<file path="config.mk">
export PLATFORM = sky130hd
export DESIGN_NAME = pipeline_execute_stage
export DESIGN_NICKNAME = d
export VERILOG_FILES = /design/src/rtl/core/pes_pkg.sv /design/src/rtl/core/pes_div.sv /design/src/rtl/core/pes_dp.sv /design/src/rtl/core/pes_ctrl.sv /design/src/rtl/core/pipeline_execute_stage.sv
export VERILOG_INCLUDE_DIRS = /design/src /design/src/rtl/core
export SDC_FILE = /design/constraint.sdc
export NUM_CORES = 2
export LEC_CHECK = 0
export ABC_AREA = 1
export BUFFER_PORTS_ARGS = -buffer_cell sky130_fd_sc_hd__buf_2
export CAP_MARGIN = 0
export CORE_MARGIN = 1.5
export CORE_UTILIZATION = 40
export CTS_CLUSTER_SIZE = 16
export DETAILED_ROUTE_END_ITERATION = 10
export PLACE_DENSITY = 0.57
export SLEW_MARGIN = 0
export SYNTH_ARGS = -nofsm -noshare
export SYNTH_HDL_FRONTEND = slang
export SYNTH_SLANG_ARGS = --single-unit
</file>
<file path="constraint.sdc">
create_clock -name i_clk -period 8.8 [get_ports i_clk]
set_clock_uncertainty 0.05 [all_clocks]
set_input_delay 0.44 -clock i_clk [delete_from_list [all_inputs] [get_ports i_clk]]
set_output_delay 0.44 -clock i_clk [all_outputs]
set_load 0.01 [all_outputs]
</file>
<file path="src/rtl/core/pipeline_execute_stage_defines.svh">
// Assertion macros for the execute stage.
`ifndef PIPELINE_EXECUTE_STAGE_DEFINES_SVH
`define PIPELINE_EXECUTE_STAGE_DEFINES_SVH

// Same-cycle implication, disabled while in reset.
`define PES_ASSERT_IMP(lbl, clk, rst_n, ante, cons, msg) \
    lbl: assert property (@(posedge clk) disable iff (!rst_n) (ante) |-> (cons)) \
        else $error(msg);

// Next-cycle implication, disabled while in reset.
`define PES_ASSERT_NXT(lbl, clk, rst_n, ante, cons, msg) \
    lbl: assert property (@(posedge clk) disable iff (!rst_n) (ante) |=> (cons)) \
        else $error(msg);

`endif

</file>
<file path="src/rtl/core/pes_pkg.sv">
`default_nettype none

package pes_pkg;

    localparam int unsigned DataW   = 32;
    localparam int unsigned PcW     = 31;
    localparam int unsigned OpW     = 5;
    localparam int unsigned DivCntW = 5;
    localparam int unsigned ShamtW  = 5;

    localparam logic [OpW-1:0] OP_NOP  = 5'd0;
    localparam logic [OpW-1:0] OP_ADD  = 5'd1;
    localparam logic [OpW-1:0] OP_MUL  = 5'd2;
    localparam logic [OpW-1:0] OP_SUB  = 5'd3;
    localparam logic [OpW-1:0] OP_DIV  = 5'd4;
    localparam logic [OpW-1:0] OP_LSH  = 5'd5;
    localparam logic [OpW-1:0] OP_RSH  = 5'd6;
    localparam logic [OpW-1:0] OP_AND  = 5'd7;
    localparam logic [OpW-1:0] OP_OR   = 5'd8;
    localparam logic [OpW-1:0] OP_XOR  = 5'd9;
    localparam logic [OpW-1:0] OP_LD   = 5'd10;
    localparam logic [OpW-1:0] OP_LDC  = 5'd11;
    localparam logic [OpW-1:0] OP_ST   = 5'd12;
    localparam logic [OpW-1:0] OP_STC  = 5'd13;
    localparam logic [OpW-1:0] OP_BLT  = 5'd14;
    localparam logic [OpW-1:0] OP_BNZ  = 5'd15;
    localparam logic [OpW-1:0] OP_B    = 5'd16;
    localparam logic [OpW-1:0] OP_J    = 5'd17;
    localparam logic [OpW-1:0] OP_JLT  = 5'd18;
    localparam logic [OpW-1:0] OP_JNZ  = 5'd19;
    localparam logic [OpW-1:0] OP_CMP  = 5'd20;
    localparam logic [OpW-1:0] OP_HALT = 5'd21;

    typedef enum logic [1:0] {
        ST_IDLE = 2'b01,
        ST_DIV  = 2'b10
    } t_state;

    typedef struct packed {
        logic load_out;
        logic sel_div;
        logic squash;
        logic div_start;
    } t_dp_cmd;

    typedef struct packed {
        logic take;
        logic is_div;
        logic div_done;
    } t_dp_status;

endpackage

`default_nettype wire

</file>
<file path="src/rtl/core/pes_div.sv">
`default_nettype none

module pes_div (
    input  wire logic                                i_clk,
    input  wire logic                                i_rst_n,
    input  wire logic                                i_start,
    input  wire logic signed [pes_pkg::DataW-1:0]    i_dividend,
    input  wire logic signed [pes_pkg::DataW-1:0]    i_divisor,
    output logic                                     o_done,
    output logic signed [pes_pkg::DataW-1:0]         o_quotient
);

    logic                            r_busy;
    logic                            r_done;
    logic [pes_pkg::DivCntW-1:0]     r_cnt;
    logic [pes_pkg::DataW-1:0]       r_quo;
    logic [pes_pkg::DataW-1:0]       r_rem;
    logic [pes_pkg::DataW-1:0]       r_dvs;
    logic                            r_neg;
    logic                            r_zero;

    logic [pes_pkg::DataW-1:0]       w_a_mag;
    logic [pes_pkg::DataW-1:0]       w_b_mag;
    logic [pes_pkg::DataW:0]         w_shifted;
    logic [pes_pkg::DataW:0]         w_diff;

    assign w_a_mag   = i_dividend[pes_pkg::DataW-1] ? -i_dividend : i_dividend;
    assign w_b_mag   = i_divisor[pes_pkg::DataW-1]  ? -i_divisor  : i_divisor;
    assign w_shifted = {r_rem, r_quo[pes_pkg::DataW-1]};
    assign w_diff    = w_shifted - {1'b0, r_dvs};

    always_ff @(posedge i_clk) begin
        if (!i_rst_n) begin
            r_busy <= 1'b0;
            r_done <= 1'b0;
            r_cnt  <= '0;
        end else begin
            r_done <= 1'b0;
            if (i_start) begin
                r_busy <= 1'b1;
                r_cnt  <= '0;
            end else if (r_busy) begin
                r_cnt <= r_cnt + 1'b1;
                if (r_cnt == {pes_pkg::DivCntW{1'b1}}) begin
                    r_busy <= 1'b0;
                    r_done <= 1'b1;
                end
            end
        end
    end

    // restoring divide on magnitudes, one quotient bit per cycle
    always_ff @(posedge i_clk) begin
        if (i_start) begin
            r_quo  <= w_a_mag;
            r_rem  <= '0;
            r_dvs  <= w_b_mag;
            r_neg  <= i_dividend[pes_pkg::DataW-1] ^ i_divisor[pes_pkg::DataW-1];
            r_zero <= (i_divisor == '0);
        end else if (r_busy) begin
            if (!w_diff[pes_pkg::DataW]) begin
                r_rem <= w_diff[pes_pkg::DataW-1:0];
                r_quo <= {r_quo[pes_pkg::DataW-2:0], 1'b1};
            end else begin
                r_rem <= w_shifted[pes_pkg::DataW-1:0];
                r_quo <= {r_quo[pes_pkg::DataW-2:0], 1'b0};
            end
        end
    end

    assign o_done     = r_done;
    assign o_quotient = r_zero ? '0 : (r_neg ? $signed(-r_quo) : $signed(r_quo));

endmodule

`default_nettype wire

</file>
<file path="src/rtl/core/pes_dp.sv">
`default_nettype none

module pes_dp (
    input  wire logic                                i_clk,
    input  wire logic                                i_rst_n,
    input  wire pes_pkg::t_dp_cmd                    i_cmd,
    output pes_pkg::t_dp_status                      o_status,
    input  wire logic [pes_pkg::OpW-1:0]             i_action,
    input  wire logic signed [pes_pkg::DataW-1:0]    i_dest_value,
    input  wire logic signed [pes_pkg::DataW-1:0]    i_first_operand,
    input  wire logic signed [pes_pkg::DataW-1:0]    i_second_operand,
    input  wire logic [pes_pkg::PcW-1:0]             i_next_pc,
    output logic signed [pes_pkg::DataW-1:0]         o_result,
    output logic                                     o_take_branch,
    output logic                                     o_stop_machine,
    output logic                                     o_bad_opcode,
    output logic                                     o_squashed
);

    logic signed [pes_pkg::DataW-1:0] r_result;
    logic                             r_take;
    logic                             r_stop;
    logic                             r_bad;
    logic                             r_squash;

    logic signed [pes_pkg::DataW-1:0] w_alu;
    logic                             w_take;
    logic                             w_stop;
    logic                             w_bad;
    logic                             w_lt;
    logic                             w_gt;
    logic                             w_nz;
    logic                             w_big_shift;
    logic [pes_pkg::ShamtW-1:0]       w_shamt;
    logic signed [pes_pkg::DataW-1:0] w_jump;
    logic signed [pes_pkg::DataW-1:0] w_quotient;
    logic                             w_div_done;

    pes_div u_div (
        .i_clk      (i_clk),
        .i_rst_n    (i_rst_n),
        .i_start    (i_cmd.div_start),
        .i_dividend (i_first_operand),
        .i_divisor  (i_second_operand),
        .o_done     (w_div_done),
        .o_quotient (w_quotient)
    );

    assign w_lt        = i_first_operand < i_second_operand;
    assign w_gt        = i_first_operand > i_second_operand;
    assign w_nz        = (i_second_operand != '0);
    assign w_big_shift = |i_second_operand[pes_pkg::DataW-1:pes_pkg::ShamtW];
    assign w_shamt     = i_second_operand[pes_pkg::ShamtW-1:0];
    assign w_jump      = $signed({1'b0, i_next_pc}) + i_dest_value;

    always_comb begin
        w_alu  = '0;
        w_take = 1'b0;
        w_stop = 1'b0;
        w_bad  = 1'b0;
        case (i_action)
            pes_pkg::OP_NOP:  w_alu = '0;
            pes_pkg::OP_ADD,
            pes_pkg::OP_LD,
            pes_pkg::OP_ST:   w_alu = i_first_operand + i_second_operand;
            pes_pkg::OP_MUL:  w_alu = i_first_operand * i_second_operand;
            pes_pkg::OP_SUB:  w_alu = i_first_operand - i_second_operand;
            pes_pkg::OP_DIV:  w_alu = '0;
            pes_pkg::OP_LSH:  w_alu = w_big_shift ? '0 : (i_first_operand <<< w_shamt);
            pes_pkg::OP_RSH: begin
                if (w_big_shift) begin
                    w_alu = {pes_pkg::DataW{i_first_operand[pes_pkg::DataW-1]}};
                end else begin
                    w_alu = i_first_operand >>> w_shamt;
                end
            end
            pes_pkg::OP_AND:  w_alu = i_first_operand & i_second_operand;
            pes_pkg::OP_OR:   w_alu = i_first_operand | i_second_operand;
            pes_pkg::OP_XOR:  w_alu = i_first_operand ^ i_second_operand;
            pes_pkg::OP_LDC,
            pes_pkg::OP_STC:  w_alu = i_second_operand;
            pes_pkg::OP_BLT: begin
                w_take = w_lt;
                w_alu  = i_dest_value;
            end
            pes_pkg::OP_BNZ: begin
                w_take = w_nz;
                w_alu  = i_dest_value;
            end
            pes_pkg::OP_B: begin
                w_take = 1'b1;
                w_alu  = i_dest_value;
            end
            pes_pkg::OP_J: begin
                w_take = 1'b1;
                w_alu  = w_jump;
            end
            pes_pkg::OP_JLT: begin
                w_take = w_lt;
                w_alu  = w_jump;
            end
            pes_pkg::OP_JNZ: begin
                w_take = w_nz;
                w_alu  = w_jump;
            end
            pes_pkg::OP_CMP:  w_alu = w_lt ? -32'sd1 : (w_gt ? 32'sd1 : 32'sd0);
            pes_pkg::OP_HALT: w_stop = 1'b1;
            default:          w_bad = 1'b1;
        endcase
    end

    always_ff @(posedge i_clk) begin
        if (i_cmd.load_out) begin
            if (i_cmd.squash) begin
                r_result <= '0;
                r_take   <= 1'b0;
                r_stop   <= 1'b0;
                r_bad    <= 1'b0;
                r_squash <= 1'b1;
            end else if (i_cmd.sel_div) begin
                r_result <= w_quotient;
                r_take   <= 1'b0;
                r_stop   <= 1'b0;
                r_bad    <= 1'b0;
                r_squash <= 1'b0;
            end else begin
                r_result <= w_alu;
                r_take   <= w_take;
                r_stop   <= w_stop;
                r_bad    <= w_bad;
                r_squash <= 1'b0;
            end
        end
    end

    assign o_status.take     = w_take;
    assign o_status.is_div   = (i_action == pes_pkg::OP_DIV);
    assign o_status.div_done = w_div_done;

    assign o_result       = r_result;
    assign o_take_branch  = r_take;
    assign o_stop_machine = r_stop;
    assign o_bad_opcode   = r_bad;
    assign o_squashed     = r_squash;

endmodule

`default_nettype wire

</file>
<file path="src/rtl/core/pes_ctrl.sv">
`default_nettype none

module pes_ctrl (
    input  wire logic                  i_clk,
    input  wire logic                  i_rst_n,
    input  wire logic                  i_in_valid,
    output logic                       o_in_ready,
    output logic                       o_out_valid,
    input  wire logic                  i_out_ready,
    input  wire pes_pkg::t_dp_status   i_status,
    output pes_pkg::t_dp_cmd           o_cmd
);

    pes_pkg::t_state r_state;
    pes_pkg::t_state n_state;
    logic            r_pending;
    logic            n_pending;
    logic            r_out_valid;
    logic            n_out_valid;
    logic            w_accept;

    assign o_in_ready  = (r_state == pes_pkg::ST_IDLE) && (!r_out_valid || i_out_ready);
    assign w_accept    = i_in_valid && o_in_ready;
    assign o_out_valid = r_out_valid;

    always_comb begin
        n_state     = r_state;
        n_pending   = r_pending;
        n_out_valid = r_out_valid && !i_out_ready;
        o_cmd       = '0;
        case (r_state)
            pes_pkg::ST_IDLE: begin
                if (w_accept) begin
                    if (r_pending) begin
                        // item behind a taken branch: flush it
                        o_cmd.load_out = 1'b1;
                        o_cmd.squash   = 1'b1;
                        n_pending      = 1'b0;
                        n_out_valid    = 1'b1;
                    end else if (i_status.is_div) begin
                        o_cmd.div_start = 1'b1;
                        n_pending       = 1'b0;
                        n_state         = pes_pkg::ST_DIV;
                    end else begin
                        o_cmd.load_out = 1'b1;
                        n_pending      = i_status.take;
                        n_out_valid    = 1'b1;
                    end
                end
            end
            pes_pkg::ST_DIV: begin
                if (i_status.div_done) begin
                    o_cmd.load_out = 1'b1;
                    o_cmd.sel_div  = 1'b1;
                    n_out_valid    = 1'b1;
                    n_state        = pes_pkg::ST_IDLE;
                end
            end
            default: begin
                n_state = pes_pkg::ST_IDLE;
            end
        endcase
    end

    always_ff @(posedge i_clk) begin
        if (!i_rst_n) begin
            r_state     <= pes_pkg::ST_IDLE;
            r_pending   <= 1'b0;
            r_out_valid <= 1'b0;
        end else begin
            r_state     <= n_state;
            r_pending   <= n_pending;
            r_out_valid <= n_out_valid;
        end
    end

endmodule

`default_nettype wire

</file>
<file path="src/rtl/core/pipeline_execute_stage.sv">
// Execute stage: takes one decoded instruction per request and returns one result
// per request, in order. Every opcode but DIV is computed in the accept cycle and
// lands in the output register, so those requests run at one per clock as long as
// the result side keeps up. DIV runs on a radix-2 restoring divider, one quotient
// bit per cycle: the quotient lands in the output register after the last bit and
// the input side is held off until then; the next request is taken once the result
// side is ready. A taken branch or jump flushes the next request: it returns
// squashed with all other fields zero and is not executed.
`default_nettype none

`include "pipeline_execute_stage_defines.svh"

module pipeline_execute_stage (
    input  wire logic                                i_clk,
    input  wire logic                                i_rst_n,
    input  wire logic                                i_in_valid,
    output logic                                     o_in_ready,
    input  wire logic [pes_pkg::OpW-1:0]             i_action,
    input  wire logic signed [pes_pkg::DataW-1:0]    i_dest_value,
    input  wire logic signed [pes_pkg::DataW-1:0]    i_first_operand,
    input  wire logic signed [pes_pkg::DataW-1:0]    i_second_operand,
    input  wire logic [pes_pkg::PcW-1:0]             i_next_pc,
    output logic                                     o_out_valid,
    input  wire logic                                i_out_ready,
    output logic signed [pes_pkg::DataW-1:0]         o_result,
    output logic                                     o_take_branch,
    output logic                                     o_stop_machine,
    output logic                                     o_bad_opcode,
    output logic                                     o_squashed
);

    pes_pkg::t_dp_cmd    w_cmd;
    pes_pkg::t_dp_status w_status;

    pes_ctrl u_ctrl (
        .i_clk       (i_clk),
        .i_rst_n     (i_rst_n),
        .i_in_valid  (i_in_valid),
        .o_in_ready  (o_in_ready),
        .o_out_valid (o_out_valid),
        .i_out_ready (i_out_ready),
        .i_status    (w_status),
        .o_cmd       (w_cmd)
    );

    pes_dp u_dp (
        .i_clk            (i_clk),
        .i_rst_n          (i_rst_n),
        .i_cmd            (w_cmd),
        .o_status         (w_status),
        .i_action         (i_action),
        .i_dest_value     (i_dest_value),
        .i_first_operand  (i_first_operand),
        .i_second_operand (i_second_operand),
        .i_next_pc        (i_next_pc),
        .o_result         (o_result),
        .o_take_branch    (o_take_branch),
        .o_stop_machine   (o_stop_machine),
        .o_bad_opcode     (o_bad_opcode),
        .o_squashed       (o_squashed)
    );

    `PES_ASSERT_IMP(a_squash_clean, i_clk, i_rst_n, o_out_valid && o_squashed, o_result == '0 && !o_take_branch && !o_stop_machine && !o_bad_opcode, "squashed result not clean")
    `PES_ASSERT_NXT(a_div_stalls, i_clk, i_rst_n, w_cmd.div_start, !o_in_ready, "input taken during divide")
    `PES_ASSERT_IMP(a_div_out_free, i_clk, i_rst_n, w_status.div_done, !o_out_valid, "quotient ready while output busy")
    `PES_ASSERT_IMP(a_one_load, i_clk, i_rst_n, w_cmd.load_out, !w_cmd.div_start, "output load and divide start together")

endmodule

`default_nettype wire
</file>
After elaboration in Yosys (flattened, before gate mapping)
Index checks and enable logic that the tools add are counted.
{ "op_classes": {"n_addsub": 8, "mul": 1, "n_lt_le_gt_ge": 2, "n_eq_ne": 28, "shift": 2, "muxes": 45, "bitwise": 6, "n_reduce_logical": 24} }
{ "ops": {"columns": ["op", "count"], "rows": [
  ["32-bit case mux with 12 select lines", 1],
  ["32-bit two-way mux", 10],
  ["32-bit negator", 3],
  ["32-bit adder", 2],
  ["5-bit by 4-bit equality test with 1-bit output (second input constant)", 8],
  ["5-bit equality test (second input constant)", 7],
  ["33-bit by 32-bit subtractor with 33-bit output", 1],
  ["32-bit bitwise AND", 1],
  ["32-bit greater-than comparator", 1],
  ["32-bit zero test", 1],
  ["32-bit less-than comparator", 1],
  ["32-bit by 32-bit multiplier with 32-bit output", 1],
  ["32-bit bitwise OR", 1],
  ["32-bit nonzero test", 1],
  ["32-bit by 5-bit <<< shifter with 32-bit output", 1],
  ["32-bit by 5-bit >>> shifter with 32-bit output", 1],
  ["32-bit subtractor", 1],
  ["32-bit XOR", 1],
  ["31-bit two-way mux", 1],
  ["27-bit OR reduction", 1],
  ["1-bit two-way mux", 22],
  ["22-bit OR reduction", 1],
  ["5-bit by 3-bit equality test with 1-bit output (second input constant)", 4],
  ["2-bit two-way mux", 7],
  ["other kinds (21)", 37]
]} }
{ "word_totals": {"regBits": 145, "inputBits": 136, "output_inout_bits": 38, "elab_cells": 133} }

Logic depth before layout (Yosys ltp)
{ "depth": {"word_depth": 7, "depth_mapped": 37, "mapped_depth_nobuf": 34} }

Modules after synthesis
From an unflattened synthesis, not the netlist that was laid out.
{ "hier_totals": {"hier_cells": 6295, "area_unflattened_um2": 39947.1} }
{ "modules_own_cells": {"columns": ["module", "n_inst", "cells_each", "area_per_inst_um2", "seq_area_each_um2"], "rows": [
  ["pes_dp", 1, 4751, 30374.1, 1081.0],
  ["pes_div", 1, 1503, 9302.7, 2762.6],
  ["pes_ctrl", 1, 41, 270.3, 80.1]
]} }

Least setup slack after synthesis
OpenSTA, ideal clock, no wires.
{ "synth_timing": {"path_kind": "in2reg", "start": "input port i_second_operand[2] (netlist bit)", "end": "register u_dp.r_result, in the netlist u_dp.o_result[27] (data pin)", "arrival_ps": 7483, "t_required_ps": 8480, "path_slack_ps": 997, "path_stages": 32, "cell_sequence": "buf_2 -> clkbuf_1 -> clkbuf_1 -> clkbuf_1 -> buf_1 -> nand2_1 -> inv_1 -> fa_1 -> fa_1 -> inv_1 -> fa_1 -> fa_1 -> inv_1 -> fa_1 -> inv_1 -> fa_1 -> inv_1 -> fa_1 -> fa_1 -> ha_1 -> a21oi_1 -> a21boi_0 -> nand2_1 -> nand2_1 -> nand3_1 -> or2_2 -> nand3_1 -> o21ai_0 -> nor2_1 -> nand2_1 -> nand2_1 -> a21oi_1"} }
{ "synth_via": {"elab_chain_len": 4, "elab_cells_between_ends": 11} }
{ "synth_rtl": {"columns": ["element", "line", "text"], "rows": [
  ["from (decl)", "pipeline_execute_stage.sv:21", "input wire logic signed [pes_pkg::DataW-1:0] i_second_operand,"],
  ["parallel branches: the longest is 2 deep, another holds 32-bit by 32-bit multiplier with 32-bit output", null, null],
  ["32-bit case mux with 12 select lines (*)", "pes_dp.sv:61", "case (i_action)"],
  ["32-bit two-way mux (*)", "pes_dp.sv:120", "end else if (i_cmd.sel_div) begin"],
  ["to (signal assigned)", "pes_dp.sv:121", "r_result <= w_quotient;"],
  ["to (signal assigned)", "pes_dp.sv:127", "r_result <= w_alu;"],
  ["to (decl)", "pes_dp.sv:20", "logic signed [pes_pkg::DataW-1:0] r_result;"]
]} }
Mark *: on every way between the ends.
A chain may end at the register's enable or synchronous reset.

Worst setup path in the final report
{ "layout_timing": {"start": "input port i_second_operand[8] (netlist bit)", "end": "register u_dp.r_result, in the netlist u_dp.o_result[28] (data pin)"} }
{ "layout_via": {"elab_chain_len": 4, "elab_cells_between_ends": 10} }
{ "layout_rtl": {"columns": ["element", "line"], "rows": [
  ["parallel branches: the longest is 2 deep, another holds 32-bit by 32-bit multiplier with 32-bit output", null],
  ["32-bit case mux with 12 select lines (*)", "pes_dp.sv:61"],
  ["32-bit two-way mux (*)", "pes_dp.sv:120"]
]} }
Marked as above.

==> impl_metrics.csv <==
group,metric,value,unit
outcome,status,"complete, no violations",
power_and_ir_drop,clkPwrFrac,4.4,%
synth,synth_top_cell_by_area,"fa_1",
sta,hold_viol,0,
synth,synthFlopType,"edfxtp_1",
drt,drc,0,
power_and_ir_drop,p_leak,22.6,nW
finish,nFillCells,10400,
drt,drt-total-wl,185000,um
global_route,grt_max_degree,68,
global_route,grt_pass1_wl,267000,um
drt,avgRoutedWirePerCell,25.8,um
synth,syn_nets,6730,
power_and_ir_drop,irDropWorstVdd,915,uV
worst_hold_path,hp-class,"primary input to flop",
die,rows,113,
sta,report.final.slew_viol_count,0,
place,dp_worst_setup_slack,0.527,ns
die,core,95300,um2
drt,first_iter_violations,4404,
synth,synth_area_leaders,"fa_1, nand2_1, inv_1, ha_1, edfxtp_1",
power_and_ir_drop,power_frac_comb,90.0,%
synth,netlist_area,38600,um2
synth,synth-seq-cells,145,
synth,synth.most_common_cell,"nand2_1",
finish,nets,6747,
die,die_w,314,um
finish,stdcell_count,7165,
flow_run,maxCapViolCount,0,
drt,dr.pass1.iters,6,
setup_path,crit_path_end_kind,"flop",
global_route,grt_usage,37.3,%
power_and_ir_drop,switchingPower,11.0,mW
synth,synth.avg_cell_area,6.58,um2
clocking,cts_sinks,145,
sta,setup_viol,0,
synth,synth_edf_count,102,
clocking,cts_tree,"built",
synth,yosys-top-cells-count,"nand2_1, inv_1, o21ai_0",
global_route,gr-total-overflow,0,
drt,vias_per_cell,5.63,
power_and_ir_drop,seq_power_share,5.5,%
clocking,cts_hold_buf,0,
sta,max_slew_margin,13.4,%
setup_path,critPathRequiredTime,8.97,ns
synth,synthArstFlopShare,0,%
sta,tightestPinTransition,1.29,ns
synth,ys_warn_count,0,
setup_path,critical_path_class,"primary input to flop",
place,detailed_place.area,40600,um2
finish,design_area,41200,um2
power_and_ir_drop,total_power,18.3,mW
place,dpl.cell_count,7128,
sta,fin_setup_tns,0,ns
die,fp.dieH,314,um
die,initial_core_util,40.5,%
setup_path,cp.arrival,8.18,ns
finish,final_layout_size_suffix_gt1_share,6.85,%
clocking,clock-root-buffer,"clkbuf_16",
setup_path,startpoint_type,"primary input",
synth,seq_area_frac_synth,10.2,%
die,die_area,98400,um2
clocking,cts_buffers,17,
synth,syn_inst,5865,
setup_path,crit_path_max_fanout,19,
clocking,cts_setup_buffers,0,
synth,synth_top_area_share,21.4,%
clocking,path_clk_slew,0.08,ns
die,ioPinCount,174,
finish,multi_input_area,28800,um2
finish,areaGrowthSynthToFinish,6.73,%
clocking,cts.repair.resized,0,
sta,period_needed,8.01,ns
global_route,grt_pass1_vias,39400,
clocking,cts.path.max_buffers,2,
sta,fin_crit_sh,91.0,%
place,io_buffers,173,
sta,fmax,125,MHz
global_route,antenna_found_initial,14,
sta,layout_setup_ws,0.792,ns
clocking,clock_latency,0.51,ns
clocking,h-tree-depth,4,
sta,rsz0062_at_grt,"no",
finish,seqCellArea,3920,um2
power_and_ir_drop,cell_internal_pwr,7.27,mW
drt,ant_nets,0,
drt,via_count,40400,
power_and_ir_drop,p_per_area,443,nW/um2
place,gp_congestion,1.16,
power_and_ir_drop,switching_share,60.2,%
place,dp_hpwl,153000,um
synth,synth.distinct_cells,69,
## critical path: stages
cell and delay (ns):
buf_2 0.50, ha_1 0.30, inv_1 0.16, fa_1 0.57, fa_1 0.46, inv_1 0.13, fa_1 0.43, inv_1 0.08
fa_1 0.41, inv_1 0.10, fa_1 0.42, ha_1 0.30, fa_1 0.51, fa_1 0.42, ha_1 0.39, a21oi_1 0.29
o21a_1 0.24, o21ai_0 0.18, nand2_1 0.10, nand3_1 0.12, nand2_1 0.08, nand2_1 0.07, o21ai_0 0.68, nand2_1 0.10
nor2_1 0.26, nand2_1 0.21, nand2_1 0.13, a21oi_1 0.09
## power groups by stage
stage / combinational [mW] / clock (mW) / sequential, mW
3_5_place_dp: 16.2 / 0 / 1.02
5_1_grt: 18.4 / 0.847 / 1.02
6_report: 16.4 / 0.812 / 1.01
2_1_floorplan: 11.6 / 0 / 1.02
3_3_place_gp: 16.1 / 0 / 1.02
4_1_cts: 16.3 / 0.828 / 1.01
## layout by cell type, fill, tap and decap left out, types with 7 or more instances in the layout
master     Yosys  routed
buf_2         78     172
nand4_1       36      36
inv_1       1209    1207
o2111ai_1     15      15
inv_2         14      16
or2_2         24      24
dfxtp_1       43      43
a21oi_1      361     360
a21boi_0      19      19
a2111oi_0      7       7
fa_1         412     412
o31ai_1        9       9
ha_1         317     317
a31oi_1       23      23
nor3_1        49      49
mux2i_1       13      13
nor2_1       324     319
o21a_1        10      10
nand3_1      253     253
o21bai_1      25      25
o22ai_1       22      22
buf_4         10     102
o211ai_1      64      64
a221oi_1       7       7
nor4_1        20      20
edfxtp_1     102     102
clkbuf_16      0      17
o21ai_0      417     417
xor2_1        85      85
nand3b_1      25      25
nand2_1     1550    1548
nor2_2        10      13
o21ai_1       18      18
a21o_1        16      16
xnor2_1       23      23
nor3_2        11      11
## stage by stage
| step | hold slack, ns | util (%) |
|---|---|---|
| final | 0.178 | 43.3 |
| after global routing | 0.186 | 43.2 |
| after CTS | 0.153 | 43.2 |
| after detailed placement | 0.410 | 42.6 |
| after global placement | 0.403 | 42.6 |
| after floorplan | 0.395 | - |
## cell type report
type	count	share of cell area, %
multi-input cells	4218	70.0
diodes	5	0.0304
inverters	1225	11.2
flip-flops and latches	145	9.52
clock buffers	17	1.03
clock inverters	15	0.461
well taps	1265	3.84
repair buffers	275	3.99
## per-layer routing
layer | GRT usage, % | share of wire, % | vias to the layer above
li1 | - | - | 18300
met1 | 48.6 | 41 | 19500
met2 | 57.5 | 44 | 2032
met3 | 6.67 | 8.7 | 481
met4 | 22.6 | 6.9 | 12
met5 | 0 | 0.053 | -
## logic make-up (layout without fill, tap and decap cells)
logic type,count (synthesis),count (layout),share of synthesized area (%)
other,0,5,0
AOI/OAI and AO/OA,1041,1041,15.2
buffers and inverters,1502,1532,15.3
xor gates and xnor gates,108,108,2.45
DFF,145,145,10.2
and+or+nand+nor,2327,2327,25.0
muxes,13,13,0.337
adders and majority gates,729,729,31.6
## sequential cells by signal, indices dropped and copies added, names as in the netlist, 2 cells and up
name / cells
u_dp.o_result: 32
u_dp.u_div.r_dvs: 32
u_dp.u_div.r_quo: 32
u_dp.u_div.r_rem: 32
u_dp.u_div.r_cnt: 5
u_ctrl.r_state: 2
## path summary, 6_finish.rpt
| kind | start | endpoint | slack, ns | cells past startpoint |
|---|---|---|---|---|
| worst min-delay path | i_out_ready | u_ctrl.o_out_valid | 0.18 | 4 |
| worst min register to register | u_dp.u_div.r_cnt[4] | u_dp.u_div.r_cnt[4] | 0.42 | 2 |
| worst max-delay path | i_second_operand[8] | u_dp.o_result[28] | 0.79 | 28 |
| worst max register to register | u_dp.u_div.r_quo[31] | u_dp.u_div.r_rem[6] | 4.52 | 16 |
No activity file was read; power rests on OpenSTA's default activity.
